## config.mk

```make
export PLATFORM = sky130hd
export DESIGN_NAME = c_subset_lexer_unit
export DESIGN_NICKNAME = d
export VERILOG_FILES = /design/src/hw/rtl/clx_pkg.sv /design/src/hw/rtl/clx_fifo.sv /design/src/hw/rtl/clx_front.sv /design/src/hw/rtl/clx_engine.sv /design/src/hw/rtl/c_subset_lexer_unit.sv
export SDC_FILE = /design/constraint.sdc
export NUM_CORES = 1
export LEC_CHECK = 0
export BUFFER_PORTS_ARGS = -buffer_cell sky130_fd_sc_hd__buf_2
export CAP_MARGIN = 5
export CORE_MARGIN = 10
export CORE_UTILIZATION = 30
export DETAILED_ROUTE_END_ITERATION = 6
export PLACE_DENSITY_LB_ADDON = 0.12
export SLEW_MARGIN = 20
export SYNTH_ARGS = -nofsm -noshare
export SYNTH_HDL_FRONTEND = slang
export SYNTH_HIERARCHICAL = 1
export SYNTH_SLANG_ARGS = --single-unit
```

## constraint.sdc

```tcl
create_clock -name clk -period 8.3 [get_ports clk]
set_input_delay 1.245 -clock clk [delete_from_list [all_inputs] [get_ports clk]]
set_output_delay 1.245 -clock clk [all_outputs]
set_load 0.05 [all_outputs]
```

## src/hw/rtl/clx_pkg.sv

```systemverilog
// clx_pkg: shared types, token kind codes, byte classes and keyword tables
// for the C subset lexer. No dependencies.
package clx_pkg;

  // Byte classes produced by the front end.
  typedef enum logic [2:0] {
    CLS_LETTER,
    CLS_DIGIT,
    CLS_EQ,
    CLS_BANG,
    CLS_LT,
    CLS_GT,
    CLS_SPACE,
    CLS_OTHER
  } cls_t;

  typedef logic [4:0] kind_t;

  localparam kind_t KIND_IDENT   = 5'd0;
  localparam kind_t KIND_LITERAL = 5'd1;
  localparam kind_t KIND_INT     = 5'd2;  // first keyword; if/else/while/return follow
  localparam kind_t KIND_PLUS    = 5'd7;
  localparam kind_t KIND_MINUS   = 5'd8;
  localparam kind_t KIND_STAR    = 5'd9;
  localparam kind_t KIND_SLASH   = 5'd10;
  localparam kind_t KIND_PERCENT = 5'd11;
  localparam kind_t KIND_ASSIGN  = 5'd12;
  localparam kind_t KIND_EQ      = 5'd13;
  localparam kind_t KIND_NE      = 5'd14;
  localparam kind_t KIND_LT      = 5'd15;
  localparam kind_t KIND_LE      = 5'd16;
  localparam kind_t KIND_GT      = 5'd17;
  localparam kind_t KIND_GE      = 5'd18;
  localparam kind_t KIND_LPAREN  = 5'd19;
  localparam kind_t KIND_RPAREN  = 5'd20;
  localparam kind_t KIND_LBRACE  = 5'd21;
  localparam kind_t KIND_RBRACE  = 5'd22;
  localparam kind_t KIND_SEMI    = 5'd23;
  localparam kind_t KIND_COMMA   = 5'd24;
  localparam kind_t KIND_ERROR   = 5'd25;
  localparam kind_t KIND_EOF     = 5'd26;

  // Keywords: int, if, else, while, return.
  localparam int KW_NUM    = 5;
  localparam int KW_MAXLEN = 6;
  localparam int KW_IW     = $clog2(KW_MAXLEN);

  localparam int unsigned KW_LEN [KW_NUM] = '{3, 2, 4, 5, 6};

  localparam logic [7:0] KW_TEXT [KW_NUM][KW_MAXLEN] = '{
    '{8'h69, 8'h6E, 8'h74, 8'h00, 8'h00, 8'h00},  // int
    '{8'h69, 8'h66, 8'h00, 8'h00, 8'h00, 8'h00},  // if
    '{8'h65, 8'h6C, 8'h73, 8'h65, 8'h00, 8'h00},  // else
    '{8'h77, 8'h68, 8'h69, 8'h6C, 8'h65, 8'h00},  // while
    '{8'h72, 8'h65, 8'h74, 8'h75, 8'h72, 8'h6E}   // return
  };

  function automatic cls_t classify(input logic [7:0] c);
    cls_t r;
    priority if ((c >= "a" && c <= "z") || (c >= "A" && c <= "Z") || c == "_") r = CLS_LETTER;
    else if (c >= "0" && c <= "9")                r = CLS_DIGIT;
    else if (c == "=")                            r = CLS_EQ;
    else if (c == "!")                            r = CLS_BANG;
    else if (c == "<")                            r = CLS_LT;
    else if (c == ">")                            r = CLS_GT;
    else if (c == " " || c == 8'h09 || c == 8'h0A) r = CLS_SPACE;
    else                                          r = CLS_OTHER;
    return r;
  endfunction

  function automatic kind_t single_kind(input logic [7:0] c);
    kind_t r;
    unique case (c)
      "+":     r = KIND_PLUS;
      "-":     r = KIND_MINUS;
      "*":     r = KIND_STAR;
      "/":     r = KIND_SLASH;
      "%":     r = KIND_PERCENT;
      "(":     r = KIND_LPAREN;
      ")":     r = KIND_RPAREN;
      "{":     r = KIND_LBRACE;
      "}":     r = KIND_RBRACE;
      ";":     r = KIND_SEMI;
      ",":     r = KIND_COMMA;
      default: r = KIND_ERROR;
    endcase
    return r;
  endfunction

endpackage

```

## src/hw/rtl/clx_fifo.sv

```systemverilog
// clx_fifo: small register queue, up to two writes and one read per cycle.
// Standalone; no package dependency.
module clx_fifo #(
  parameter int WIDTH = 8,
  parameter int DEPTH = 4,
  localparam int PW = $clog2(DEPTH),
  localparam int CW = $clog2(DEPTH + 1)
) (
  input  logic             clk,
  input  logic             rst_n,
  input  logic [1:0]       wr_cnt,     // 0, 1 or 2 entries written this cycle
  input  logic [WIDTH-1:0] wr_data0,
  input  logic [WIDTH-1:0] wr_data1,
  input  logic             rd_en,
  output logic [WIDTH-1:0] rd_data,
  output logic [CW-1:0]    count
);

  logic [WIDTH-1:0] mem_r [DEPTH];
  logic [PW-1:0]    wr_ptr_r, wr_ptr_nxt, rd_ptr_r, rd_ptr_nxt;
  logic [CW-1:0]    count_r, count_nxt;
  logic [PW-1:0]    wr_ptr1;

  function automatic logic [PW-1:0] ptr_inc(input logic [PW-1:0] p);
    return (p == PW'(DEPTH - 1)) ? '0 : p + 1'b1;
  endfunction

  always_comb begin
    wr_ptr1    = ptr_inc(wr_ptr_r);
    wr_ptr_nxt = wr_ptr_r;
    if (wr_cnt == 2'd1) wr_ptr_nxt = wr_ptr1;
    else if (wr_cnt == 2'd2) wr_ptr_nxt = ptr_inc(wr_ptr1);
    rd_ptr_nxt = rd_en ? ptr_inc(rd_ptr_r) : rd_ptr_r;
    count_nxt  = count_r + CW'(wr_cnt) - CW'(rd_en);
  end

  always_ff @(posedge clk) begin
    if (!rst_n) begin
      wr_ptr_r <= '0;
      rd_ptr_r <= '0;
      count_r  <= '0;
    end else begin
      wr_ptr_r <= wr_ptr_nxt;
      rd_ptr_r <= rd_ptr_nxt;
      count_r  <= count_nxt;
    end
  end

  always_ff @(posedge clk) begin
    if (wr_cnt != 2'd0) mem_r[wr_ptr_r] <= wr_data0;
    if (wr_cnt == 2'd2) mem_r[wr_ptr1] <= wr_data1;
  end

  assign rd_data = mem_r[rd_ptr_r];
  assign count   = count_r;

endmodule

```

## src/hw/rtl/clx_front.sv

```systemverilog
// clx_front: byte classifier and text position counter.
// Depends on clx_pkg.
module clx_front #(
  parameter int POSITION_BITS = 16
) (
  input  logic                     clk,
  input  logic                     rst_n,
  input  logic                     accept,
  input  logic [7:0]               ch,
  input  logic                     text_end,
  output clx_pkg::cls_t            item_cls,
  output clx_pkg::kind_t           item_skind,
  output logic [POSITION_BITS-1:0] item_pos
);
  import clx_pkg::*;

  logic [POSITION_BITS-1:0] text_pos_r, text_pos_nxt;

  always_comb begin
    text_pos_nxt = text_pos_r;
    if (accept) begin
      if (text_end) text_pos_nxt = '0;
      else if (text_pos_r != '1) text_pos_nxt = text_pos_r + 1'b1;  // saturate
    end
  end

  always_ff @(posedge clk) begin
    if (!rst_n) text_pos_r <= '0;
    else        text_pos_r <= text_pos_nxt;
  end

  assign item_cls   = classify(ch);
  assign item_skind = single_kind(ch);
  assign item_pos   = text_pos_r;

endmodule

```

## src/hw/rtl/clx_engine.sv

```systemverilog
// clx_engine: token scanner state machine; turns classified bytes into up to
// two token records per byte. Depends on clx_pkg.
module clx_engine #(
  parameter int POSITION_BITS = 16,
  localparam int RW = 5 + 3 * POSITION_BITS + 1
) (
  input  logic                     clk,
  input  logic                     rst_n,
  input  logic                     item_valid,
  input  logic                     out_room,   // two free result slots
  input  clx_pkg::cls_t            item_cls,
  input  clx_pkg::kind_t           item_skind,
  input  logic [7:0]               item_ch,
  input  logic                     item_end,
  input  logic [POSITION_BITS-1:0] item_pos,
  output logic                     item_pop,
  output logic [1:0]               wr_cnt,
  output logic [RW-1:0]            rec0,
  output logic [RW-1:0]            rec1
);
  import clx_pkg::*;

  localparam int PB = POSITION_BITS;

  typedef enum logic [2:0] {
    MODE_IDLE, MODE_IDENT, MODE_NUMBER, MODE_EQ, MODE_BANG, MODE_LT, MODE_GT
  } mode_t;

  mode_t             mode_r, mode_nxt;
  logic [PB-1:0]     pend_start_r, pend_start_nxt;
  logic [PB-1:0]     pend_len_r, pend_len_nxt;
  logic [KW_NUM-1:0] hits_r, hits_nxt;
  logic [PB-1:0]     tokens_r, tokens_nxt;

  logic              fire;
  logic              flush_v;
  kind_t             flush_kind, two_kind;
  logic              cont, two;
  logic [KW_NUM-1:0] fresh_hits, cont_hits;
  logic              a_v, b_v;
  kind_t             a_kind, b_kind;
  logic [PB-1:0]     a_start, a_len, b_start, b_len;
  kind_t             r0_kind;
  logic [PB-1:0]     r0_start, r0_len, idx0, idx1;

  function automatic logic [PB-1:0] sat_inc(input logic [PB-1:0] v);
    return (v == '1) ? v : v + 1'b1;
  endfunction

  always_comb begin
    fire = item_valid && out_room;

    // Kind of the pending token if it ends here.
    flush_v    = (mode_r != MODE_IDLE);
    flush_kind = KIND_ERROR;
    unique case (mode_r)
      MODE_IDENT: begin
        flush_kind = KIND_IDENT;
        for (int k = KW_NUM - 1; k >= 0; k--) begin
          if (hits_r[k] && pend_len_r == PB'(KW_LEN[k])) flush_kind = 5'(KIND_INT + k);
        end
      end
      MODE_NUMBER: flush_kind = KIND_LITERAL;
      MODE_EQ:     flush_kind = KIND_ASSIGN;
      MODE_BANG:   flush_kind = KIND_ERROR;
      MODE_LT:     flush_kind = KIND_LT;
      MODE_GT:     flush_kind = KIND_GT;
      default:     flush_kind = KIND_ERROR;
    endcase

    unique case (mode_r)
      MODE_EQ:   two_kind = KIND_EQ;
      MODE_BANG: two_kind = KIND_NE;
      MODE_LT:   two_kind = KIND_LE;
      default:   two_kind = KIND_GE;
    endcase

    for (int k = 0; k < KW_NUM; k++) begin
      fresh_hits[k] = (item_cls == CLS_LETTER) && (KW_TEXT[k][0] == item_ch);
      cont_hits[k]  = hits_r[k] &&
                      ((pend_len_r < PB'(KW_LEN[k])) ?
                       (KW_TEXT[k][pend_len_r[KW_IW-1:0]] == item_ch) : 1'b0);
    end

    cont = (mode_r == MODE_IDENT && (item_cls == CLS_LETTER || item_cls == CLS_DIGIT)) ||
           (mode_r == MODE_NUMBER && item_cls == CLS_DIGIT);
    two  = (mode_r == MODE_EQ || mode_r == MODE_BANG || mode_r == MODE_LT ||
            mode_r == MODE_GT) && item_cls == CLS_EQ;

    mode_nxt       = mode_r;
    pend_start_nxt = pend_start_r;
    pend_len_nxt   = pend_len_r;
    hits_nxt       = hits_r;
    a_v = 1'b0; a_kind = flush_kind; a_start = pend_start_r; a_len = pend_len_r;
    b_v = 1'b0; b_kind = item_skind; b_start = item_pos;     b_len = PB'(1);

    if (item_end) begin
      // flush, then EOF, then back to reset state
      a_v            = flush_v;
      b_v            = 1'b1;
      b_kind         = KIND_EOF;
      b_len          = '0;
      mode_nxt       = MODE_IDLE;
      pend_start_nxt = '0;
      pend_len_nxt   = '0;
      hits_nxt       = '0;
    end else if (cont) begin
      if (mode_r == MODE_IDENT) hits_nxt = cont_hits;
      pend_len_nxt = sat_inc(pend_len_r);
    end else if (two) begin
      a_v          = 1'b1;
      a_kind       = two_kind;
      a_len        = PB'(2);
      mode_nxt     = MODE_IDLE;
      pend_len_nxt = '0;
    end else begin
      a_v            = flush_v;
      pend_start_nxt = item_pos;
      pend_len_nxt   = PB'(1);
      hits_nxt       = fresh_hits;
      unique case (item_cls)
        CLS_LETTER: mode_nxt = MODE_IDENT;
        CLS_DIGIT:  mode_nxt = MODE_NUMBER;
        CLS_EQ:     mode_nxt = MODE_EQ;
        CLS_BANG:   mode_nxt = MODE_BANG;
        CLS_LT:     mode_nxt = MODE_LT;
        CLS_GT:     mode_nxt = MODE_GT;
        CLS_SPACE: begin
          mode_nxt     = MODE_IDLE;
          pend_len_nxt = '0;
        end
        default: begin
          mode_nxt     = MODE_IDLE;
          pend_len_nxt = '0;
          b_v          = 1'b1;
        end
      endcase
    end

    // Pack records: first emitted token goes to slot 0.
    idx0     = tokens_r;
    idx1     = sat_inc(tokens_r);
    r0_kind  = a_v ? a_kind  : b_kind;
    r0_start = a_v ? a_start : b_start;
    r0_len   = a_v ? a_len   : b_len;
    rec0     = {r0_kind, r0_start, r0_len, idx0, !(a_v && b_v)};
    rec1     = {b_kind, b_start, b_len, idx1, 1'b1};

    item_pop = fire;
    wr_cnt   = fire ? (2'(a_v) + 2'(b_v)) : 2'd0;

    tokens_nxt = tokens_r;
    if (item_end)          tokens_nxt = '0;
    else if (a_v && b_v)   tokens_nxt = sat_inc(idx1);
    else if (a_v || b_v)   tokens_nxt = idx1;
  end

  always_ff @(posedge clk) begin
    if (!rst_n) begin
      mode_r       <= MODE_IDLE;
      pend_start_r <= '0;
      pend_len_r   <= '0;
      hits_r       <= '0;
      tokens_r     <= '0;
    end else if (fire) begin
      mode_r       <= mode_nxt;
      pend_start_r <= pend_start_nxt;
      pend_len_r   <= pend_len_nxt;
      hits_r       <= hits_nxt;
      tokens_r     <= tokens_nxt;
    end
  end

endmodule

```

## src/hw/rtl/c_subset_lexer_unit.sv

```systemverilog
// c_subset_lexer_unit: streaming tokenizer top level.
// Depends on clx_pkg, clx_fifo, clx_front, clx_engine.
//
// Streaming lexer for a small C subset. One text byte (or an end-of-text
// mark) is taken per push transaction; tokens come out as pop transactions
// carrying kind, start position, length, sequence index and a last flag that
// marks the final token caused by a given input byte. A byte that ends a
// pending token and also forms a token of its own produces two tokens; a
// byte that extends a token produces none, and a whitespace byte produces
// none of its own. The block takes one byte per cycle sustained; each byte
// is registered in the front queue and its tokens in the result queue
// before they can be popped. The sustained rate is set by the scanner
// engine, which retires one queued byte per cycle whenever the four-entry
// result queue has two free slots; a consumer that pops every cycle never
// slows the input. There is no clearing pass after reset; full is low from
// the first cycle after reset.
module c_subset_lexer_unit #(
  parameter int POSITION_BITS = 16
) (
  input  logic                     clk,
  input  logic                     rst_n,
  // input queue side
  input  logic                     push,
  output logic                     full,
  input  logic [7:0]               in_ch,
  input  logic                     in_text_end,
  // result queue side
  output logic                     empty,
  input  logic                     pop,
  output logic [4:0]               out_token_kind,
  output logic [POSITION_BITS-1:0] out_token_start,
  output logic [POSITION_BITS-1:0] out_token_length,
  output logic [POSITION_BITS-1:0] out_token_index,
  output logic                     out_last
);
  import clx_pkg::*;

  localparam int PB        = POSITION_BITS;
  localparam int MID_DEPTH = 2;
  localparam int OUT_DEPTH = 4;
  localparam int MID_CW    = $clog2(MID_DEPTH + 1);
  localparam int OUT_CW    = $clog2(OUT_DEPTH + 1);
  // front item: class, single-char kind, byte, end mark, position
  localparam int IW        = 3 + 5 + 8 + 1 + PB;
  // token record: kind, start, length, index, last
  localparam int RW        = 5 + 3 * PB + 1;

  logic              in_accept;
  cls_t              f_cls;
  kind_t             f_skind;
  logic [PB-1:0]     f_pos;
  logic [IW-1:0]     mid_wr, mid_rd;
  logic [MID_CW-1:0] mid_count;

  cls_t              e_cls;
  kind_t             e_skind;
  logic [7:0]        e_ch;
  logic              e_end;
  logic [PB-1:0]     e_pos;
  logic              e_pop;
  logic [1:0]        e_wr_cnt;
  logic [RW-1:0]     e_rec0, e_rec1, out_rd;
  logic [OUT_CW-1:0] out_count;
  logic              out_room;

  assign in_accept = push && !full;
  assign full      = (mid_count == MID_CW'(MID_DEPTH));

  // Front: classify the byte and stamp its position.
  clx_front #(.POSITION_BITS(PB)) u_front (
    .clk        (clk),
    .rst_n      (rst_n),
    .accept     (in_accept),
    .ch         (in_ch),
    .text_end   (in_text_end),
    .item_cls   (f_cls),
    .item_skind (f_skind),
    .item_pos   (f_pos)
  );

  assign mid_wr = {f_cls, f_skind, in_ch, in_text_end, f_pos};

  // Decoupling queue between front and scanner.
  clx_fifo #(.WIDTH(IW), .DEPTH(MID_DEPTH)) u_mid_q (
    .clk      (clk),
    .rst_n    (rst_n),
    .wr_cnt   ({1'b0, in_accept}),
    .wr_data0 (mid_wr),
    .wr_data1 ('0),
    .rd_en    (e_pop),
    .rd_data  (mid_rd),
    .count    (mid_count)
  );

  assign e_cls   = cls_t'(mid_rd[IW-1 -: 3]);
  assign e_skind = mid_rd[IW-4 -: 5];
  assign e_ch    = mid_rd[IW-9 -: 8];
  assign e_end   = mid_rd[PB];
  assign e_pos   = mid_rd[PB-1:0];

  // Scanner only advances when both tokens of a worst-case byte fit.
  assign out_room = (out_count <= OUT_CW'(OUT_DEPTH - 2));

  clx_engine #(.POSITION_BITS(PB)) u_engine (
    .clk        (clk),
    .rst_n      (rst_n),
    .item_valid (mid_count != '0),
    .out_room   (out_room),
    .item_cls   (e_cls),
    .item_skind (e_skind),
    .item_ch    (e_ch),
    .item_end   (e_end),
    .item_pos   (e_pos),
    .item_pop   (e_pop),
    .wr_cnt     (e_wr_cnt),
    .rec0       (e_rec0),
    .rec1       (e_rec1)
  );

  // Result queue: up to two tokens in, one out per cycle.
  clx_fifo #(.WIDTH(RW), .DEPTH(OUT_DEPTH)) u_out_q (
    .clk      (clk),
    .rst_n    (rst_n),
    .wr_cnt   (e_wr_cnt),
    .wr_data0 (e_rec0),
    .wr_data1 (e_rec1),
    .rd_en    (pop && !empty),
    .rd_data  (out_rd),
    .count    (out_count)
  );

  assign empty            = (out_count == '0);
  assign out_token_kind   = out_rd[RW-1 -: 5];
  assign out_token_start  = out_rd[3*PB -: PB];
  assign out_token_length = out_rd[2*PB -: PB];
  assign out_token_index  = out_rd[PB -: PB];
  assign out_last         = out_rd[0];

endmodule

```

Yosys cells after proc, flatten, opt, wreduce, memory -nomap -nowiden
Memory sizes are Yosys's and may differ from the RTL's. A register that Yosys moved wholly into a read port is not among the register bits. Cells that the tools add are included.

$add $sub $neg: 14. Multiply operators: 0. Div/mod/pow operators: 0. Magnitude comparators: 13. Equality and inequality tests: 60. Shift operators: 0. Multiplexer cells: 90. Bitwise logic cells: 1. Reduce and logical (&&, ||, !) cells: 53.

Operators by type and width (number): 16-bit two-way mux (19); 8-bit by 6-bit == test with 1-bit output (second input constant) (14); 8-bit two-way mux (10); 16-bit by 1-bit adder with 16-bit output (second input constant) (4); 5-bit case mux with 11 select lines (1); 16-bit == test (second input constant) (3); 16-bit by 3-bit == test with 1-bit output (second input constant) (3); 16-bit by 3-bit less-than comparator with 1-bit output (second input constant) (3); 5-bit two-way mux (9); 3-bit two-way mux (14); 8-bit == test (5); 16-bit by 2-bit == test with 1-bit output (second input constant) (2); 7-bit by 8-bit == test with 1-bit output (first input constant) (4); 16-bit by 2-bit less-than comparator with 1-bit output (second input constant) (2); 1-bit two-way mux (26); 5-bit case mux with 5 select lines (1); 8-bit by 7-bit == test with 1-bit output (second input constant) (3); 1-bit logical AND (24); 3-bit == test (second input constant) (6); 3-bit case mux with 6 select lines (1); 8-bit by 4-bit == test with 1-bit output (second input constant) (2); 8-bit by 7-bit >= comparator with 1-bit output (second input constant) (2); 8-bit by 7-bit less-or-equal comparator with 1-bit output (second input constant) (2); 2-bit two-way mux (8); 30 further kinds (63).

Register bits: 83. Bits in latches: 0. RAM bits: 282. ROM bits: 320. Input port bits: 13. Memories kept: 7.

Memories: u_out_q.mem_r (words 4, bits a word 54, rd ports 1, clocked after memory_dff 1, write ports 2, RTL line clx_fifo.sv:19) `logic [WIDTH-1:0] mem_r [DEPTH];`; u_mid_q.mem_r (words 2, bits a word 33, rd ports 1, clocked after memory_dff 1, write ports 1, RTL line clx_fifo.sv:19); (name not given) (words 8, bits a word 8, rd ports 1, clocked after memory_dff 0, write ports 0, RTL line clx_engine.sv:82) `(KW_TEXT[k][pend_len_r[KW_IW-1:0]] == item_ch) : 1'b0);`; (name not given) (words 8, bits a word 8, rd ports 1, clocked after memory_dff 0, write ports 0, RTL line clx_engine.sv:82); (name not given) (words 8, bits a word 8, rd ports 1, clocked after memory_dff 0, write ports 0, RTL line clx_engine.sv:82); (name not given) (words 8, bits a word 8, rd ports 1, clocked after memory_dff 0, write ports 0, RTL line clx_engine.sv:82); +1 memories.

Depth between registers and ports, before layout
Gate-level depths: netlist of the first run.

Depth after elaboration: 13. Mapped depth: 21. Gate-level depth less buffers: 15.

By module
The synthesis of the first run kept the hierarchy.

Modules (own cells, without submodules): clx_fifo (u_out_q) (instances 1, cells each 577, area an instance 11076.9 um2, sequential area each 6666.4 um2); clx_engine (instances 1, cells each 736, area an instance 5141.2 um2, sequential area each 1121.1 um2); clx_fifo (u_mid_q) (instances 1, cells each 206, area an instance 3590.9 um2, sequential area each 2082.0 um2); clx_front (instances 1, cells each 196, area an instance 1452.6 um2, sequential area each 320.3 um2); c_subset_lexer_unit (instances 1, cells each 7, area an instance 46.3 um2, sequential area each 0.0 um2).

Least setup slack after synthesis of the first run
OpenSTA, ideal clock, no wires.

Path type: reg2reg. From: register (tool-made name). To: memory u_out_q/mem_r[2][0] in the netlist's numbering (enable). Data arrival time: 7017 ps. Data required time: 7760 ps. Setup slack: 742 ps. Stages on the path, launching flop included: 19. Period minus slack after synthesis: 7558 ps. Path through: dfxtp_1 -> buf_2 -> buf_2 -> mux2_2 -> nand3b_1 -> a2111oi_2 -> and2_1 -> clkbuf_1 -> or2_2 -> clkbuf_1 -> inv_1 -> clkbuf_1 -> ha_1 -> clkbuf_2 -> inv_1 -> nor2_1 -> inv_1 -> ha_1 -> o21ai_0.

RTL lines (RTL line): end, declared (clx_fifo.sv:19).

==> results of run 1 <==
-- stage by stage --
stage	util [%]	hold slack [ps]
2_1_floorplan	-	441.2
3_3_place_gp	31.81	454.1
3_5_place_dp	31.81	462.0
4_1_cts	33.74	468.6
5_1_grt	33.75	503.8
6_report	33.75	467.0
-- power groups by stage --
| stage | Clock [mW] | Sequential, mW | Combinational [mW] |
|---|---|---|---|
| after floorplan | 0 | 2.60 | 2.17 |
| after global placement | 0 | 2.62 | 2.85 |
| after detailed placement | 0 | 2.63 | 2.87 |
| after CTS | 1.94 | 2.59 | 2.88 |
| after global routing | 2.01 | 2.62 | 3.08 |
| final | 1.87 | 2.58 | 2.83 |
-- synthesized netlist by cell type, types with 6 or more instances --
cell / n / area share (%)
mux4_2: 54 / 5.7
nor2b_1: 27 / 0.79
nand4_1: 20 / 0.59
a31oi_1: 12 / 0.35
xor2_1: 13 / 0.53
buf_6: 10 / 0.53
nor2_1: 56 / 0.99
o211ai_1: 8 / 0.28
edfxtp_1: 282 / 40
nand2b_1: 12 / 0.35
nand3b_1: 9 / 0.32
mux2i_1: 10 / 0.47
mux2_4: 30 / 2.1
a21boi_0: 24 / 0.85
o21ai_1: 17 / 0.40
nor4_1: 16 / 0.47
inv_1: 43 / 0.76
and3_1: 18 / 0.53
mux2_2: 291 / 15
o22ai_1: 6 / 0.18
clkbuf_8: 20 / 1.3
nor3_1: 33 / 0.78
ha_1: 29 / 1.7
or2_2: 10 / 0.29
xnor2_1: 21 / 0.86
buf_2: 20 / 0.47
nand2_1: 151 / 2.7
buf_4: 36 / 1.3
and2_1: 29 / 0.85
o21ai_0: 49 / 1.2
nand3_1: 56 / 1.3
a21oi_1: 41 / 0.96
o21a_1: 7 / 0.25
clkbuf_1: 47 / 0.83
dfxtp_1: 86 / 8.1
-- state kept, by name (all words and copies together), names as in the netlist, 5 cells and up, named ones only --
signal,cells
u_engine/a_start,16
u_out_q/mem_r,216
u_engine/pend_len_r,16
u_engine/idx0,16
u_mid_q/mem_r,66
u_engine/hits_r,5
u_front/item_pos,16
-- worst register-to-register path, stage by stage, from the launching register on --
cell and delay, ps:
dfxtp_1 390, buf_4 430, mux2_2 410, inv_1 90
and2_1 250, or2_2 330, buf_4 210, inv_1 440
ha_1 480, inv_1 180, nor2_1 180, inv_1 110
ha_1 330, o21ai_4 820, buf_4 470
-- metal layers --
| metal | routed length (µm) | part of all wire (%) |
|---|---|---|
| met1 | 27170 | 48 |
| met2 | 26170 | 46 |
| met3 | 2385 | 4.2 |
| met4 | 1185 | 2.1 |
| met5 | 0 | 0 |
-- final cells by class --
cell class / count / share of cell area [%]
multi-input combinational: 1255 / 43.51
timing repair buffer: 90 / 2.131
sequential: 368 / 42.98
tap: 940 / 4.959
inverter: 43 / 0.6805
antenna: 1 / 0.01055
clock buffer: 64 / 5.091
clock inverter: 19 / 0.6330
-- path summary, 6_finish.rpt --
path / depth (start not counted) / start / slack, ps / endpoint
min reg2reg: 2 / u_engine/a_start[8] / 470 / u_engine/a_start[8]
min: 2 / u_engine/a_start[8] / 470 / u_engine/a_start[8]
max reg2reg: 14 / register / 2830 / u_out_q/mem_r[1][49]
max: 14 / register / 2830 / u_out_q/mem_r[1][49]
-- cell families after synthesis --
kind of cell / after synthesis / synth area share [%]
multiplexers: 385 / 23.67
AND/OR/NAND/NOR: 486 / 12.25
XOR/XNOR: 36 / 1.632
buffers and inverters: 182 / 5.484
other: 3 / 0.05284
flip-flops: 368 / 47.82
AO/OA/AOI/OAI: 232 / 7.293
adder cells (fa/ha/maj): 30 / 1.797
==> flow_summary.html, run 1 <==
<table>
<tr><th>Metric</th><th>Value</th></tr>
<tr><th colspan="2">Detailed routing</th></tr>
<tr><td>Remaining antenna violation count</td><td>0</td></tr>
<tr><td>Routed WL per cell</td><td>20.47 µm</td></tr>
<tr><td>Routed wire length</td><td>56,910 µm</td></tr>
<tr><td>Vias per std cell</td><td>~5</td></tr>
<tr><td>Drc violations</td><td>0</td></tr>
<tr><td>Pre-Repair DR Iteration Count</td><td>5</td></tr>
<tr><td>Iter 0 DRT Violations</td><td>782</td></tr>
<tr><td>Vias</td><td>13,740</td></tr>
<tr><th colspan="2">Logic synthesis</th></tr>
<tr><td>Dominant register cell in the synthesized netlist</td><td>edfxtp_1</td></tr>
<tr><td>Fraction of synthesis flops using an asynchronous set or reset pin</td><td>0%</td></tr>
<tr><td>Number of synthesized flops with an enable pin</td><td>282</td></tr>
<tr><td>Yosys warns</td><td>6</td></tr>
<tr><td>Number of cells produced by synthesis</td><td>around 1,700</td></tr>
<tr><td>Synth Cell Area</td><td>0.02131 mm²</td></tr>
<tr><td>Synth Register Bits</td><td>368</td></tr>
<tr><td>Part of the Yosys area used for sequential elements</td><td>47.82%</td></tr>
<tr><td>Number of distinct library cells after synthesis</td><td>96</td></tr>
<tr><td>Average instance area after synthesis</td><td>12.37 µm²</td></tr>
<tr><th colspan="2">Global routing</th></tr>
<tr><td>Initial antenna violation count</td><td>0</td></tr>
<tr><td>First-pass GRT wire length</td><td>88,820 µm</td></tr>
<tr><td>GR Util met2</td><td>21.91%</td></tr>
<tr><td>Met3 routing resource usage after global routing</td><td>roughly 2.7%</td></tr>
<tr><td>Met1 track demand over resource</td><td>approximately a fifth</td></tr>
<tr><td>Layer carrying the most global-route usage</td><td>met2</td></tr>
<tr><td>Maximum number of pins on one net before global-route repair</td><td>76</td></tr>
<tr><td>Total routing usage reported by global routing</td><td>13.73%</td></tr>
<tr><td>Number of global-route vias before repair</td><td>14,150</td></tr>
<tr><td>Total global routing overflow</td><td>0</td></tr>
<tr><th colspan="2">Power and ir drop</th></tr>
<tr><td>Overall Power</td><td>7.290 mW</td></tr>
<tr><td>Pwr Density</td><td>307.4 mW/mm²</td></tr>
<tr><td>Maximum vdd ir drop</td><td>188.3 µV</td></tr>
<tr><td>Clock network fraction of design power</td><td>between 20% and 30%</td></tr>
<tr><td>Internal Dissipation</td><td>4.468 mW</td></tr>
<tr><td>Static leakage</td><td>approximately 8.6 nW</td></tr>
<tr><td>Share of total power in combinational logic</td><td>38.9%</td></tr>
<tr><td>Switch Pwr</td><td>about 2.8 mW</td></tr>
<tr><td>Sw Share</td><td>around 39%</td></tr>
<tr><td>Proportion of power drawn by flip-flops and latches</td><td>a little over a third</td></tr>
<tr><th colspan="2">Setup path</th></tr>
<tr><td>Buffers plus inverters on the worst setup path</td><td>7</td></tr>
<tr><td>Largest delay contributor family on the critical path</td><td>buffers and inverters</td></tr>
<tr><td>Cell at the slowest stage of the critical path</td><td>o21ai_4</td></tr>
<tr><td>Worst Path Class, Setup</td><td>register to register</td></tr>
<tr><td>Startpoint type of the worst setup path</td><td>register</td></tr>
<tr><td>Crit. End Element</td><td>register</td></tr>
<tr><td>Data required time at the worst endpoint</td><td>around 8500 ps</td></tr>
<tr><td>Biggest fanout along the worst timing path</td><td>30</td></tr>
<tr><td>Crit path DAT</td><td>5710 ps</td></tr>
<tr><td>Delay of the slowest cell on the worst path</td><td>820 ps</td></tr>
<tr><td>Cell breakdown of the critical path</td><td>buf_4, mux2_2, inv_1, and2_1, or2_2, buf_4, inv_1, ha_1, inv_1, nor2_1, inv_1, ha_1, o21ai_4, buf_4</td></tr>
<tr><td>Cell repeated most along the worst path</td><td>inv_1</td></tr>
<tr><th colspan="2">Clock tree</th></tr>
<tr><td>H-tree levels</td><td>2</td></tr>
<tr><td>Number of buffers created by CTS</td><td>45</td></tr>
<tr><td>Clk slew on worst S/H paths</td><td>60 ps</td></tr>
<tr><td>CTS Root Buffer Type</td><td>clkbuf_16</td></tr>
<tr><td>Cts-stage hold buffer count</td><td>0</td></tr>
<tr><td>CTS tree</td><td>built</td></tr>
<tr><td>Post-cts resize count</td><td>0</td></tr>
<tr><td># Post-CTS Setup Buffers</td><td>0</td></tr>
<tr><td>Clk_lat worst skew</td><td>~590 ps</td></tr>
<tr><td>Number of buffers between clock root and the deepest sink</td><td>3</td></tr>
<tr><td># clock sinks</td><td>368</td></tr>
<tr><th colspan="2">Finish</th></tr>
<tr><td>Total area of multi-input combinational cells</td><td>0.01032 mm²</td></tr>
<tr><td>Highest-count cells in the layout ignoring fill and taps</td><td>mux2_2 (291), edfxtp_1 (282), nand2_1 (151)</td></tr>
<tr><td>Final standard cell area without fillers</td><td>0.02372 mm²</td></tr>
<tr><td>Number of nets in the final layout</td><td>around 1,800</td></tr>
<tr><td>Area of all sequential standard cells</td><td>0.01019 mm²</td></tr>
<tr><td>Non-Filler Instances</td><td>~2,800</td></tr>
<tr><td>Fraction of layout cells with a size suffix above 1</td><td>31.32%</td></tr>
<tr><td>Area added between synthesis and finish</td><td>11.31%</td></tr>
<tr><td>Layout fillers</td><td>6,944</td></tr>
<tr><td>Commonest non-fill, non-tap cell in the layout</td><td>mux2_2</td></tr>
<tr><th colspan="2">Die</th></tr>
<tr><td>Number of ports placed on the die boundary</td><td>69</td></tr>
<tr><td>Die area</td><td>0.08209 mm²</td></tr>
<tr><td>Area of the placeable core</td><td>0.07027 mm²</td></tr>
<tr><td>Vertical extent of the die</td><td>286.5 µm</td></tr>
<tr><td>Number of placement rows</td><td>97</td></tr>
<tr><td>Die Width</td><td>between 200 and 300 µm</td></tr>
<tr><td>Effective utilization at floorplan</td><td>a little under a third</td></tr>
<tr><th colspan="2">Min path</th></tr>
<tr><td>Class of the tightest hold or removal check</td><td>register to register</td></tr>
<tr><th colspan="2">Timing</th></tr>
<tr><td>Worst slew margin relative to its limit</td><td>-62.83%</td></tr>
<tr><td>Setup repair after global routing missed its margin</td><td>false</td></tr>
<tr><td>Setup-failing EPs final</td><td>0</td></tr>
<tr><td>Time the final worst path needs with I/O delays and setup</td><td>approximately 5500 ps</td></tr>
<tr><td>Final Cycle Share</td><td>65.87%</td></tr>
<tr><td>Pins Over Slew Limit</td><td>34</td></tr>
<tr><td>Slew of the pin with the lowest slew margin</td><td>~2400 ps</td></tr>
<tr><td>Clock Skews</td><td>34.64 ps</td></tr>
<tr><td>Post-layout worst setup margin</td><td>2833 ps</td></tr>
<tr><td>Number of hold violations in the final report</td><td>0</td></tr>
<tr><td>Sum of negative setup slack</td><td>0 ps</td></tr>
<tr><td>Max frequency</td><td>0.1829 GHz</td></tr>
<tr><th colspan="2">Placement</th></tr>
<tr><td>Number of I/O port buffers</td><td>68</td></tr>
<tr><td>DP Cell Count</td><td>2,696</td></tr>
<tr><td>Placed cell areas</td><td>around 0.022 mm²</td></tr>
<tr><td>Post-DP HPWL</td><td>between 30,000 and 40,000 µm</td></tr>
<tr><td>Pre-CTS setup slack</td><td>2696 ps</td></tr>
<tr><td>Routability-driven placement congestion ratio</td><td>0.7818</td></tr>
<tr><th colspan="2">Job</th></tr>
<tr><td>Count of maximum capacitance violations</td><td>0</td></tr>
<tr><th colspan="2">Status</th></tr>
<tr><td>Violated checks</td><td>max-slew violations</td></tr>
<tr><td>Status</td><td>finished with violations</td></tr>
</table>
No activity file was read; power rests on OpenSTA's default activity.
==> run 2: changes to the inputs <==
==> constraint.sdc (replaced) <==
create_clock -name clk -period 4.54 [get_ports clk]
set_input_delay 0.681 -clock clk [delete_from_list [all_inputs] [get_ports clk]]
set_output_delay 0.681 -clock clk [all_outputs]
set_load 0.05 [all_outputs]
==> run 2 against run 1 <==
  * Highest routed layer is now met5
  * Worst hold slack got worse by 2.7 ps
  * Sequential share of layout area is 0.67 points lower
  * Cell count up 0.76%
  * Via count is 0.44% higher
  * Count of clock-buffer cells in the layout rose by 4
  * Critical path depth down 1
  * The flow still finishes with violations (max-slew violations)
  * Clock power grew 87%
  * Die area did not move
  * Largest power group unchanged
  * First-iteration DRC count grew 4.2%
==> flow_summary.html, run 2 (synthesis gave the netlist of run 1 again) <==
<table>
<tr><th>Metric</th><th>Value</th></tr>
<tr><th colspan="2">Status</th></tr>
<tr><td>Status</td><td>finished with violations</td></tr>
<tr><td>Violated checks</td><td>max-slew violations</td></tr>
<tr><th colspan="2">Setup path</th></tr>
<tr><td>Cell breakdown of the critical path</td><td>buf_4, mux2_2, a2111oi_2, and2_1, or2_2, inv_1, ha_1, inv_1, nor2_1, ha_1, nand2_2, buf_12, mux2_2</td></tr>
<tr><td>Crit. End Element</td><td>register</td></tr>
<tr><td>Cell at the slowest stage of the critical path</td><td>mux2_2</td></tr>
<tr><td>Crit path DAT</td><td>4360 ps</td></tr>
<tr><td>Buffers plus inverters on the worst setup path</td><td>4</td></tr>
<tr><td>Data required time at the worst endpoint</td><td>4850 ps</td></tr>
<tr><td>Worst Path Class, Setup</td><td>register to register</td></tr>
<tr><td>Largest delay contributor family on the critical path</td><td>buffers and inverters</td></tr>
<tr><td>Startpoint type of the worst setup path</td><td>register</td></tr>
<tr><td>Path depth of the worst reg2reg path</td><td>13</td></tr>
<tr><td>Register-to-Register Setup Slack</td><td>490 ps</td></tr>
<tr><td>Total number of cells along the worst setup path</td><td>13</td></tr>
<tr><td>Delay of the slowest cell on the worst path</td><td>430 ps</td></tr>
<tr><td>Biggest fanout along the worst timing path</td><td>48</td></tr>
<tr><th colspan="2">Die</th></tr>
<tr><td>Die area</td><td>roughly 0.082 mm²</td></tr>
<tr><td>Number of ports placed on the die boundary</td><td>69</td></tr>
<tr><td>Vertical extent of the die</td><td>286.5 µm</td></tr>
<tr><td>Effective utilization at floorplan</td><td>30.32%</td></tr>
<tr><td>Number of placement rows</td><td>between 90 and 100</td></tr>
<tr><td>Die Width</td><td>286.5 µm</td></tr>
<tr><td>Area of the placeable core</td><td>0.07027 mm²</td></tr>
<tr><th colspan="2">Detailed routing</th></tr>
<tr><td>Routed WL per cell</td><td>20.43 µm</td></tr>
<tr><td>Drc violations</td><td>0</td></tr>
<tr><td>Vias per std cell</td><td>approximately 5</td></tr>
<tr><td>Routed wire length</td><td>around 57,000 µm</td></tr>
<tr><td>Iter 0 DRT Violations</td><td>815</td></tr>
<tr><td>Remaining antenna violation count</td><td>0</td></tr>
<tr><td>Pre-Repair DR Iteration Count</td><td>6</td></tr>
<tr><td>Vias</td><td>around 14,000</td></tr>
<tr><th colspan="2">Global routing</th></tr>
<tr><td>First-pass GRT wire length</td><td>just under 90,000 µm</td></tr>
<tr><td>Total routing usage reported by global routing</td><td>~14%</td></tr>
<tr><td>Number of global-route vias before repair</td><td>approximately 14,000</td></tr>
<tr><td>Total global routing overflow</td><td>0</td></tr>
<tr><td>Initial antenna violation count</td><td>1</td></tr>
<tr><td>Maximum number of pins on one net before global-route repair</td><td>55</td></tr>
<tr><th colspan="2">Clock tree</th></tr>
<tr><td>H-tree levels</td><td>2</td></tr>
<tr><td>CTS Root Buffer Type</td><td>clkbuf_16</td></tr>
<tr><td>Cts-stage hold buffer count</td><td>0</td></tr>
<tr><td>CTS tree</td><td>built</td></tr>
<tr><td>Clk_lat worst skew</td><td>570 ps</td></tr>
<tr><td>Clk slew on worst S/H paths</td><td>60 ps</td></tr>
<tr><td># Post-CTS Setup Buffers</td><td>0</td></tr>
<tr><td>Number of buffers between clock root and the deepest sink</td><td>3</td></tr>
<tr><td># clock sinks</td><td>roughly 370</td></tr>
<tr><td>Number of buffers created by CTS</td><td>45</td></tr>
<tr><th colspan="2">Finish</th></tr>
<tr><td># diodes</td><td>0</td></tr>
<tr><td>Final standard cell area without fillers</td><td>0.02409 mm²</td></tr>
<tr><td>Area added between synthesis and finish</td><td>13.07%</td></tr>
<tr><td>Layout fillers</td><td>6,950</td></tr>
<tr><td>Fraction of layout cells with a size suffix above 1</td><td>roughly a third</td></tr>
<tr><td>Non-Filler Instances</td><td>approximately 2,800</td></tr>
<tr><td>Highest-count cells in the layout ignoring fill and taps</td><td>mux2_2 (291), edfxtp_1 (282), nand2_1 (151)</td></tr>
<tr><td>Largest register by flop count</td><td>u_out_q/mem_r</td></tr>
<tr><td>Commonest non-fill, non-tap cell in the layout</td><td>mux2_2</td></tr>
<tr><td>Number of nets in the final layout</td><td>~1,900</td></tr>
<tr><td>Number of flip-flops under the largest register name</td><td>between 200 and 250</td></tr>
<tr><td>Largest registers</td><td>u_out_q/mem_r: 216 flops, u_mid_q/mem_r: 66 flops</td></tr>
<tr><th colspan="2">Power and ir drop</th></tr>
<tr><td>Static leakage</td><td>8.800 nW</td></tr>
<tr><td>Maximum vdd ir drop</td><td>322.3 µV</td></tr>
<tr><td>Pwr Density</td><td>roughly 560 mW/mm²</td></tr>
<tr><th colspan="2">Placement</th></tr>
<tr><td>Number of I/O port buffers</td><td>68</td></tr>
<tr><td>Routability-driven placement congestion ratio</td><td>0.8089</td></tr>
<tr><td>Post-DP HPWL</td><td>37,190 µm</td></tr>
<tr><td>Placed cell areas</td><td>0.02266 mm²</td></tr>
<tr><td>DP Cell Count</td><td>2,718</td></tr>
<tr><th colspan="2">Min path</th></tr>
<tr><td>Number of cells on the worst hold path</td><td>2</td></tr>
<tr><td>Class of the tightest hold or removal check</td><td>register to register</td></tr>
<tr><td>Start point of the worst hold path</td><td>u_engine/a_start[12]</td></tr>
<tr><th colspan="2">Timing</th></tr>
<tr><td>Max frequency</td><td>roughly 0.25 GHz</td></tr>
<tr><td>Sum of negative setup slack</td><td>0 ps</td></tr>
<tr><td>Final Cycle Share</td><td>89.26%</td></tr>
<tr><td>Number of hold violations in the final report</td><td>0</td></tr>
<tr><td>Setup repair after global routing missed its margin</td><td>false</td></tr>
<tr><td>Pins Over Slew Limit</td><td>34</td></tr>
<tr><td>Slew of the pin with the lowest slew margin</td><td>2382 ps</td></tr>
<tr><td>Setup-failing EPs final</td><td>0</td></tr>
<tr><td>Clock Skews</td><td>slightly above 20 ps</td></tr>
<tr><td>Worst slew margin relative to its limit</td><td>-58.77%</td></tr>
<tr><td>Time the final worst path needs with I/O delays and setup</td><td>a little over 4000 ps</td></tr>
<tr><th colspan="2">Job</th></tr>
<tr><td>Count of maximum capacitance violations</td><td>0</td></tr>
</table>
run 2: worst register-to-register path: stages, from the launching register on:
cell and delay, ps:
dfxtp_1 360, buf_4 280, mux2_2 440, a2111oi_2 380
and2_1 200, or2_2 170, inv_1 70, ha_1 210
inv_1 220, nor2_1 100, ha_1 280, nand2_2 270
buf_12 390, mux2_2 430
run 2: timing repair:
item,CTS,global route
hold endpoints to repair,0,0
gates resized for setup,0,1
setup endpoints to repair,0,2
run 2: power breakdown:
group	switching, mW	internal [mW]
sequential	0.249	4.48
combinational	3.49	1.83
clock	1.41	2.08
total	5.15	8.38
run 2: stage by stage:
stage | util [%] | setup slack, ps | hold slack (ps) | power, mW
floorplan | - | 14.62 | 441.2 | 8.676
global placement | 32.24 | 393.7 | 448.4 | 10.17
detailed placement | 32.24 | 451.8 | 459.0 | 10.19
CTS | 34.28 | 422.1 | 464.8 | 13.77
global route | 34.29 | 93.81 | 496.2 | 14.30
finish | 34.29 | 487.5 | 464.2 | 13.53
run 2: final timing paths:
| check | end |
|---|---|
| max | u_out_q/mem_r[0][37] |
| min | u_engine/a_start[12] |
| max reg2reg | u_out_q/mem_r[0][37] |
| min reg2reg | u_engine/a_start[12] |
run 2: cell type report:
class / instances / area [µm²] / area share, %
Tap cell: 940 / 1176 / 4.882
Sequential cell: 368 / 10190 / 42.31
Clock inverter: 15 / 135.1 / 0.5609
Multi-Input combinational cell: 1255 / 10320 / 42.85
Inverter: 43 / 161.4 / 0.6699
Timing Repair Buffer: 112 / 808.3 / 3.355
Clock buffer: 68 / 1292 / 5.365
run 2: layer usage:
| metal | wire length (µm) | vias to the layer above | GRT usage (%) |
|---|---|---|---|
| met5 | 19 | - | 0 |
| met1 | 26430 | 6889 | 18.44 |
| met4 | 1395 | 2 | 3.922 |
| met3 | 1943 | 74 | 2.134 |
| li1 | - | 6611 | - |
| met2 | 27430 | 222 | 23.04 |
